$ cat config.mk
export PLATFORM = sky130hd
export DESIGN_NAME = line_break_dp_unit
export DESIGN_NICKNAME = d
export VERILOG_FILES = /design/src/hdl/lbd_pkg.sv /design/src/hdl/line_break_dp_unit.sv
export SDC_FILE = /design/constraint.sdc
export NUM_CORES = 2
export LEC_CHECK = 0
export BUFFER_PORTS_ARGS = -buffer_cell sky130_fd_sc_hd__buf_2
export CORE_UTILIZATION = 63
export CTS_BUF_LIST = sky130_fd_sc_hd__clkbuf_16
export CTS_CLUSTER_SIZE = 8
export DETAILED_ROUTE_END_ITERATION = 7
export PLACE_DENSITY = 0.79
export SKIP_LAST_GASP = 1
export SLEW_MARGIN = 20
export SYNTH_ARGS = -nofsm -noshare
export SYNTH_HDL_FRONTEND = slang
export SYNTH_SLANG_ARGS = --single-unit
$ cat constraint.sdc
create_clock -name clk -period 8.2 [get_ports clk]
set_input_delay 0.41 -clock clk [delete_from_list [all_inputs] [get_ports clk]]
set_output_delay 0.41 -clock clk [all_outputs]
set_load 0.05 [all_outputs]
$ cat src/hdl/lbd_pkg.sv
package lbd_pkg;

	localparam int MAX_WORDS  = 64;
	localparam int WIDTH_BITS = 16;

	localparam int IDX_W      = $clog2(MAX_WORDS);
	localparam int CNT_W      = $clog2(MAX_WORDS + 1);
	localparam int WORD_W     = 16;
	localparam int PAGE_W     = 16;
	localparam int SPACE_W    = 10;
	localparam int LEN_W      = ((WIDTH_BITS > PAGE_W) ? WIDTH_BITS : PAGE_W) + 2;
	localparam int REM_W      = PAGE_W;
	localparam int SQ_W       = 2 * REM_W;
	localparam int COST_W     = 31;
	localparam int LINE_END_W = 7;
	localparam int CFG_IDX_W  = 2;
	localparam int CFG_DATA_W = 16;

	localparam logic [COST_W-1:0]  COST_CAP    = {COST_W{1'b1}};
	localparam logic [PAGE_W-1:0]  PAGE_RESET  = PAGE_W'(480);
	localparam logic [SPACE_W-1:0] SPACE_RESET = SPACE_W'(8);

	// Configuration register indexes
	localparam logic [CFG_IDX_W-1:0] CFG_PAGE_WIDTH  = CFG_IDX_W'(0);
	localparam logic [CFG_IDX_W-1:0] CFG_SPACE_WIDTH = CFG_IDX_W'(1);

	typedef enum logic [3:0] {
		ST_IDLE,
		ST_INIT,
		ST_RD,
		ST_LEN,
		ST_SQ,
		ST_ACC,
		ST_WR,
		ST_TRD,
		ST_TCALC,
		ST_OUT
	} lbd_state_t;

endpackage

$ cat src/hdl/line_break_dp_unit.sv
// Minimum-raggedness line breaker for one paragraph.
// Input channel (in_valid/in_ready): one beat per word, word_width plus
// last_word. Beats are stored in order; last_word closes the paragraph.
// Output channel (out_valid/out_ready): one beat per line, in order, carrying
// line_end (one past the line's last word), last_line and overflow.
// Config channel (cfg_valid/cfg_ready, always ready): index 0 page_width,
// index 1 space_width; other indexes are ignored. Write only while idle.
// Sequence: a non-final word is simply stored. On the final word a setup
// state runs, then the solver walks backward over start words. Each start steps
// through memory read, length/fit, square and cost add/compare for every
// fitting candidate, then writes back; an overflowing candidate ends the
// scan after its read and length/fit steps. One 16x16 multiplier and one cost
// adder serve every candidate. Traceback then reads the choice store, works out
// the next line end and presents the line beat, which waits out any output stall.
// The block holds in_ready low from the final word until the last line beat.
// A stalled receiver just freezes the current line beat; nothing is lost.
// Reset clears the word count, the overflow flag and the state machine and
// loads page_width 480 and space_width 8. The stores need no clearing pass.
module line_break_dp_unit (
	input  logic                             clk,
	input  logic                             arst_n,
	input  logic                             in_valid,
	output logic                             in_ready,
	input  logic [lbd_pkg::WORD_W-1:0]       word_width,
	input  logic                             last_word,
	output logic                             out_valid,
	input  logic                             out_ready,
	output logic [lbd_pkg::LINE_END_W-1:0]   line_end,
	output logic                             last_line,
	output logic                             overflow,
	input  logic                             cfg_valid,
	output logic                             cfg_ready,
	input  logic [lbd_pkg::CFG_IDX_W-1:0]    cfg_index,
	input  logic [lbd_pkg::CFG_DATA_W-1:0]   cfg_data
);

	lbd_pkg::lbd_state_t state_q, state_d;

	// configuration
	logic [lbd_pkg::PAGE_W-1:0]  page_q;
	logic [lbd_pkg::SPACE_W-1:0] space_q;

	// paragraph control
	logic [lbd_pkg::CNT_W-1:0] count_q;
	logic                      ovf_q;
	logic [lbd_pkg::IDX_W-1:0] i_q;      // start word being solved
	logic [lbd_pkg::IDX_W-1:0] j_q;      // candidate last word
	logic [lbd_pkg::CNT_W-1:0] cur_q;    // traceback position

	// solver datapath
	logic [lbd_pkg::LEN_W-1:0]  len_q;
	logic [lbd_pkg::REM_W-1:0]  rem_q;
	logic [lbd_pkg::SQ_W-1:0]   sq_q;
	logic [lbd_pkg::COST_W-1:0] best_q;
	logic [lbd_pkg::IDX_W-1:0]  pick_q;
	logic [lbd_pkg::COST_W-1:0] cnext_q;  // cost of word i+1, fallback
	logic [lbd_pkg::CNT_W-1:0]  nxt_q;

	// stores
	logic [lbd_pkg::WIDTH_BITS-1:0] width_mem  [lbd_pkg::MAX_WORDS];
	logic [lbd_pkg::COST_W-1:0]     cost_mem   [lbd_pkg::MAX_WORDS];
	logic [lbd_pkg::IDX_W-1:0]      choice_mem [lbd_pkg::MAX_WORDS];
	logic [lbd_pkg::WIDTH_BITS-1:0] w_rd_q;
	logic [lbd_pkg::COST_W-1:0]     cost_rd_q;
	logic [lbd_pkg::IDX_W-1:0]      choice_rd_q;

	logic                           in_acc, out_acc;
	logic                           width_we;
	logic                           cost_we;
	logic [lbd_pkg::IDX_W-1:0]      cost_waddr;
	logic [lbd_pkg::COST_W-1:0]     cost_wdata;
	logic [lbd_pkg::IDX_W-1:0]      choice_wdata;
	logic [lbd_pkg::CNT_W-1:0]      last_idx;
	logic                           j_is_last, j_is_first;
	logic [lbd_pkg::LEN_W-1:0]      len_new;
	logic                           fits;
	logic [lbd_pkg::SQ_W:0]         cost_sum;
	logic [lbd_pkg::COST_W-1:0]     cand;
	logic                           no_fit;
	logic [lbd_pkg::CNT_W-1:0]      nxt_raw, nxt_fix;

	assign in_acc  = in_valid & in_ready;
	assign out_acc = out_valid & out_ready;
	assign cfg_ready = 1'b1;

	assign last_idx   = count_q - lbd_pkg::CNT_W'(1);
	assign j_is_last  = (lbd_pkg::CNT_W'(j_q) == last_idx);
	assign j_is_first = (j_q == i_q);

	// line length through word j; the first word carries no leading space
	assign len_new = j_is_first ? lbd_pkg::LEN_W'(w_rd_q)
	                            : len_q + lbd_pkg::LEN_W'(space_q)
	                                    + lbd_pkg::LEN_W'(w_rd_q);
	assign fits = (len_new <= lbd_pkg::LEN_W'(page_q));

	// candidate cost, saturated; a line ending the paragraph is free
	assign cost_sum = (lbd_pkg::SQ_W + 1)'(sq_q) + (lbd_pkg::SQ_W + 1)'(cost_rd_q);
	always_comb begin
		if (j_is_last) begin
			cand = '0;
		end else if (cost_sum > (lbd_pkg::SQ_W + 1)'(lbd_pkg::COST_CAP)) begin
			cand = lbd_pkg::COST_CAP;
		end else begin
			cand = lbd_pkg::COST_W'(cost_sum);
		end
	end

	// nothing usable: word i sits alone and inherits the next word's cost
	assign no_fit = (best_q == lbd_pkg::COST_CAP);

	assign width_we = in_acc && (count_q < lbd_pkg::CNT_W'(lbd_pkg::MAX_WORDS));
	assign cost_we  = (state_q == lbd_pkg::ST_INIT) || (state_q == lbd_pkg::ST_WR);

	always_comb begin
		if (state_q == lbd_pkg::ST_INIT) begin
			cost_waddr   = last_idx[lbd_pkg::IDX_W-1:0];
			cost_wdata   = '0;
			choice_wdata = last_idx[lbd_pkg::IDX_W-1:0];
		end else begin
			cost_waddr   = i_q;
			cost_wdata   = no_fit ? cnext_q : best_q;
			choice_wdata = no_fit ? i_q : pick_q;
		end
	end

	// traceback step, clamped to stay within the paragraph
	assign nxt_raw = lbd_pkg::CNT_W'(choice_rd_q) + lbd_pkg::CNT_W'(1);
	always_comb begin
		if (nxt_raw <= cur_q) begin
			nxt_fix = cur_q + lbd_pkg::CNT_W'(1);
		end else if (nxt_raw > count_q) begin
			nxt_fix = count_q;
		end else begin
			nxt_fix = nxt_raw;
		end
	end

	assign line_end  = lbd_pkg::LINE_END_W'(nxt_q);
	assign last_line = (nxt_q == count_q);
	assign overflow  = ovf_q;

	// ---------------------------------------------------------------
	// Stores: one write and one registered read port each
	// ---------------------------------------------------------------
	always_ff @(posedge clk) begin
		if (width_we) begin
			width_mem[count_q[lbd_pkg::IDX_W-1:0]] <= lbd_pkg::WIDTH_BITS'(word_width);
		end
		w_rd_q <= width_mem[j_q];
	end

	always_ff @(posedge clk) begin
		if (cost_we) begin
			cost_mem[cost_waddr] <= cost_wdata;
		end
		cost_rd_q <= cost_mem[j_q + lbd_pkg::IDX_W'(1)];
	end

	always_ff @(posedge clk) begin
		if (cost_we) begin
			choice_mem[cost_waddr] <= choice_wdata;
		end
		choice_rd_q <= choice_mem[cur_q[lbd_pkg::IDX_W-1:0]];
	end

	// ---------------------------------------------------------------
	// Configuration registers
	// ---------------------------------------------------------------
	always_ff @(posedge clk or negedge arst_n) begin
		if (!arst_n) begin
			page_q  <= lbd_pkg::PAGE_RESET;
			space_q <= lbd_pkg::SPACE_RESET;
		end else if (cfg_valid && cfg_ready) begin
			unique case (cfg_index)
				lbd_pkg::CFG_PAGE_WIDTH:  page_q  <= cfg_data[lbd_pkg::PAGE_W-1:0];
				lbd_pkg::CFG_SPACE_WIDTH: space_q <= cfg_data[lbd_pkg::SPACE_W-1:0];
				default: ;
			endcase
		end
	end

	// ---------------------------------------------------------------
	// Sequencer
	// ---------------------------------------------------------------
	always_ff @(posedge clk or negedge arst_n) begin
		if (!arst_n) begin
			state_q <= lbd_pkg::ST_IDLE;
		end else begin
			state_q <= state_d;
		end
	end

	always_comb begin
		state_d   = state_q;
		in_ready  = 1'b0;
		out_valid = 1'b0;
		unique case (state_q)
			lbd_pkg::ST_IDLE: begin
				in_ready = 1'b1;
				if (in_acc && last_word) begin
					state_d = lbd_pkg::ST_INIT;
				end
			end
			lbd_pkg::ST_INIT: begin
				// a one-word paragraph has nothing to solve
				state_d = (count_q == lbd_pkg::CNT_W'(1)) ? lbd_pkg::ST_TRD : lbd_pkg::ST_RD;
			end
			lbd_pkg::ST_RD:  state_d = lbd_pkg::ST_LEN;
			lbd_pkg::ST_LEN: state_d = fits ? lbd_pkg::ST_SQ : lbd_pkg::ST_WR;
			lbd_pkg::ST_SQ:  state_d = lbd_pkg::ST_ACC;
			lbd_pkg::ST_ACC: state_d = j_is_last ? lbd_pkg::ST_WR : lbd_pkg::ST_RD;
			lbd_pkg::ST_WR: begin
				state_d = (i_q == '0) ? lbd_pkg::ST_TRD : lbd_pkg::ST_RD;
			end
			lbd_pkg::ST_TRD:   state_d = lbd_pkg::ST_TCALC;
			lbd_pkg::ST_TCALC: state_d = lbd_pkg::ST_OUT;
			lbd_pkg::ST_OUT: begin
				out_valid = 1'b1;
				if (out_acc) begin
					state_d = (nxt_q == count_q) ? lbd_pkg::ST_IDLE : lbd_pkg::ST_TRD;
				end
			end
			default: state_d = lbd_pkg::ST_IDLE;
		endcase
	end

	// counters and paragraph bookkeeping
	always_ff @(posedge clk or negedge arst_n) begin
		if (!arst_n) begin
			count_q <= '0;
			ovf_q   <= 1'b0;
			i_q     <= '0;
			j_q     <= '0;
			cur_q   <= '0;
		end else begin
			case (state_q)
				lbd_pkg::ST_IDLE: begin
					if (width_we) begin
						count_q <= count_q + lbd_pkg::CNT_W'(1);
					end else if (in_acc) begin
						ovf_q <= 1'b1;
					end
				end
				lbd_pkg::ST_INIT: begin
					i_q   <= lbd_pkg::IDX_W'(count_q - lbd_pkg::CNT_W'(2));
					j_q   <= lbd_pkg::IDX_W'(count_q - lbd_pkg::CNT_W'(2));
					cur_q <= '0;
				end
				lbd_pkg::ST_ACC: begin
					if (!j_is_last) begin
						j_q <= j_q + lbd_pkg::IDX_W'(1);
					end
				end
				lbd_pkg::ST_WR: begin
					if (i_q != '0) begin
						i_q <= i_q - lbd_pkg::IDX_W'(1);
						j_q <= i_q - lbd_pkg::IDX_W'(1);
					end
				end
				lbd_pkg::ST_OUT: begin
					if (out_acc) begin
						cur_q <= nxt_q;
						if (nxt_q == count_q) begin
							count_q <= '0;
							ovf_q   <= 1'b0;
						end
					end
				end
				default: ;
			endcase
		end
	end

	// shared length / square / cost datapath
	always_ff @(posedge clk) begin
		case (state_q)
			lbd_pkg::ST_LEN: begin
				if (j_is_first) begin
					best_q  <= lbd_pkg::COST_CAP;
					pick_q  <= i_q;
					cnext_q <= cost_rd_q;
				end
				len_q <= len_new;
				rem_q <= lbd_pkg::REM_W'(lbd_pkg::LEN_W'(page_q) - len_new);
			end
			lbd_pkg::ST_SQ: begin
				sq_q <= lbd_pkg::SQ_W'(rem_q) * lbd_pkg::SQ_W'(rem_q);
			end
			lbd_pkg::ST_ACC: begin
				// strict compare: ties keep the shorter line
				if (cand < best_q) begin
					best_q <= cand;
					pick_q <= j_q;
				end
			end
			lbd_pkg::ST_TCALC: begin
				nxt_q <= nxt_fix;
			end
			default: ;
		endcase
	end

endmodule

==> results.tsv <==
stage	metric	value	unit
critical_path	required	8850	ps
routing	drtIter0Drc	12914	
timing	hold_viol_final	0	
logic_synthesis	synth_cells	7195	
timing	tightest_slew	1180	ps
outcome	status	finished clean	
placement	hpwlAfterDp	220000	um
clock_network	cts.path.max_buffers	4	
timing	setup-violations-final	0	
logic_synthesis	ys_warn_count	0	
floorplanning	start_util	63.4	%
layout	final_common_cell	edfxtp_1	
critical_path	crit_path_max_fanout	13	
clock_network	cts_buffers	538	
layout	n_fill_cell	12337	
logic_synthesis	ys_seq_area_share	72.1	%
routing	drc	0	
timing	fmax	146	MHz
grt	grt_max_degree	137	
routing	wl	451000	um
layout	multi_input_area	40300	um^2
logic_synthesis	synth-main-ff-cell	edfxtp_1	
placement	gp_congestion	0.916	
layout	final_nets	8184	
timing	slew_viol_final	0	
routing	vias	81692	
timing	rsz0062_at_grt	no	
critical_path	ff2ff_setup_slack	1340	ps
timing	worst_slack	1340	ps
grt	grt_use_total	38.0	%
layout	layout_common_cells	edfxtp_1 (3532), mux4_2 (1113), clkbuf_16 (551)	
critical_path	cp.arrival	7510	ps
floorplanning	dieHeight	491	um
floorplanning	die_area	241000	um^2
layout	seq_area	109000	um^2
routing	ant_nets	0	
timing	fin_crit_sh	83.6	%
job	cap_violations	0	
logic_synthesis	avgSynthCellArea	20.9	um^2
logic_synthesis	synth_edf_count	3532	
timing	fin_skew	118	ps
floorplanning	die_width	491	um
critical_path	cp-end-kind	register	
critical_path	cp-start-kind	register	
clock_network	cts_root_buf	clkbuf_16	
placement	preCtsSetupSlack	1370	ps
clock_network	clock_latency	1020	ps
critical_path	crit_type	reg2reg	
clock_network	htree_levels	6	
floorplanning	pin_count	52	
logic_synthesis	ys_ff_latch	3642	
timing	finalSetupTns	0	ps
logic_synthesis	synth_area	151000	um^2
layout	drive_gt1_share	27.7	%
logic_synthesis	ys_async_sr_fraction	1.57	%
grt	grt_pass1_vias	84097	
grt	grt_pass1_wl	637000	um
placement	io_buffer_count	50	
layout	syn2layout_area_growth	13.8	%
clock_network	clock-sinks	3642	
clock_network	cts_tree	done	
logic_synthesis	yosysUniqueCellTypes	81	
timing	slew_headroom	21.1	%
layout	fin_util	72.1	%
floorplanning	core-area	238000	um^2
routing	vias_per_cell	7.39	
clock_network	clkTransAtPathRegs	50	ps
clock_network	cts_resized	0	
floorplanning	num_rows	179	
timing	finalCriticalPeriod	6860	ps
min_path	hold_class	in2reg	
grt	grt_overflow_total	0	
grt	antenna_found_initial	48	
logic_synthesis	synth_nets	7649	
routing	dr.pass1.iters	8	
routing	post_drt_wl_per_cell	40.9	um
[synth_stat cells (5+ instances only)]
cell       instances  area, um^2
a2111oi_0          7        61.3
a211oi_1          16         120
a21boi_0           7        52.6
a21o_1            44         330
a21oi_1          134         671
a21oi_2           20         175
a31oi_1           10        62.6
and2_1            62         388
and3_1            14        87.6
buf_1             74         278
buf_2             27         135
clkbuf_1         221         830
dfrtp_1           52        1300
dfstp_2            5         131
dfxtp_1           53        1060
edfxtp_1        3532      106000
fa_1             176        3520
ha_1             238        2980
inv_1            327        1230
mux2_2            28         315
mux2i_1           14         140
mux4_2          1113       25100
nand2_1          184         691
nand2b_1          17         106
nand3_1           49         245
nand3b_1           5        37.5
nand4_1           21         131
nor2_1           286        1070
nor2b_1           21         131
nor3_1            69         345
nor3b_1            5        37.5
nor4_1             8        50.1
o211ai_1          10        75.1
o21a_1            22         165
o21ai_0           87         435
o21bai_1          10        75.1
o22ai_1            6        37.5
o31ai_1           11        82.6
or2_2              6        37.5
or3_1             11        68.8
xnor2_1           78         683
xor2_1            52         455
[per-stage QoR]
step                cells  hold slack, ps  instance area [um^2]
finish              11047            13.4                171000
CTS                 11009            4.48                171000
global placement    10319             514                156000
detailed placement  10320             494                156000
global route        11033            3.50                171000
floorplan            7195             114                151000
[worst max-delay path: stages, from the launching register on]
cell	delay, ps
edfxtp_1	620
inv_1	270
nor2_1	120
fa_1	520
inv_1	60
fa_1	520
inv_1	60
fa_1	510
inv_1	60
fa_1	550
inv_1	50
fa_1	490
inv_1	50
fa_1	480
inv_1	40
ha_1	310
a21oi_1	320
nand2b_1	100
a311oi_1	320
o21bai_1	240
o211ai_1	280
a31oi_1	160
a21o_1	200
a21oi_1	180
xnor2_1	80
[cells by family after synthesis]
logic type / count (synthesis) / synth area share, %
buffers and inverters: 656 / 1.69
multiplexers: 1156 / 17.0
AO/OA/AOI/OAI: 424 / 1.82
flip-flops: 3642 / 72.1
AND/OR/NAND/NOR: 772 / 2.36
XOR/XNOR: 130 / 0.756
other: 1 / 0.00249
adder cells (fa/ha/maj): 414 / 4.32
[registers in the layout, indices dropped and copies added (netlist names)]
| name | cells |
|---|---|
| pick_q | 6 |
| j_q | 6 |
| overflow | 1 |
| line_end | 7 |
| cost_rd_q | 31 |
| choice_rd_q | 6 |
| page_q | 16 |
| cost_mem | 1984 |
| choice_mem | 384 |
| count_q | 7 |
| len_q | 18 |
| space_q | 10 |
| rem_q | 16 |
| state_q | 4 |
| i_q | 6 |
| cnext_q | 31 |
| sq_q | 31 |
| w_rd_q | 16 |
| width_mem | 1024 |
| cur_q | 7 |
| best_q | 31 |
[area by class of cell]
class                   count  share of cell area [%]
multi-input cells        2897                    23.5
clock inverters           119                   0.432
inverters                 330                   0.723
repair buffers            321                    1.54
flip-flops and latches   3642                    63.4
well taps                3167                    2.31
clock buffers             551                    8.05
diodes                     20                  0.0292
[routing by layer]
metal	vias up	wire, um	global-route usage [%]
li1	30261	-	-
met1	41837	141000	47.3
met2	7780	222000	61.0
met3	1772	56700	9.64
met4	42	31200	22.4
met5	-	292	0
[final timing paths]
check                              start                to  cells after the start
setup / recovery                rem_q[3]          sq_q[30]                     24
setup reg to reg                rem_q[3]          sq_q[30]                     24
hold reg to reg             cost_rd_q[0]        cnext_q[0]                      0
hold / removal             word_width[0]  width_mem[33][0]                      1
max in group asynchronous         arst_n            j_q[0]                      3
min in group asynchronous         arst_n        space_q[0]                      3
[timing repair]
| item | 4_1_cts | 5_1_grt |
|---|---|---|
| hold buffers | 19 | 12 |
| setup buffers | 0 | 0 |
| hold endpoints to repair | 82 | 118 |
Power is not shown: default switching activity piles up to over one toggle a cycle in this logic, so the estimate is an artifact.
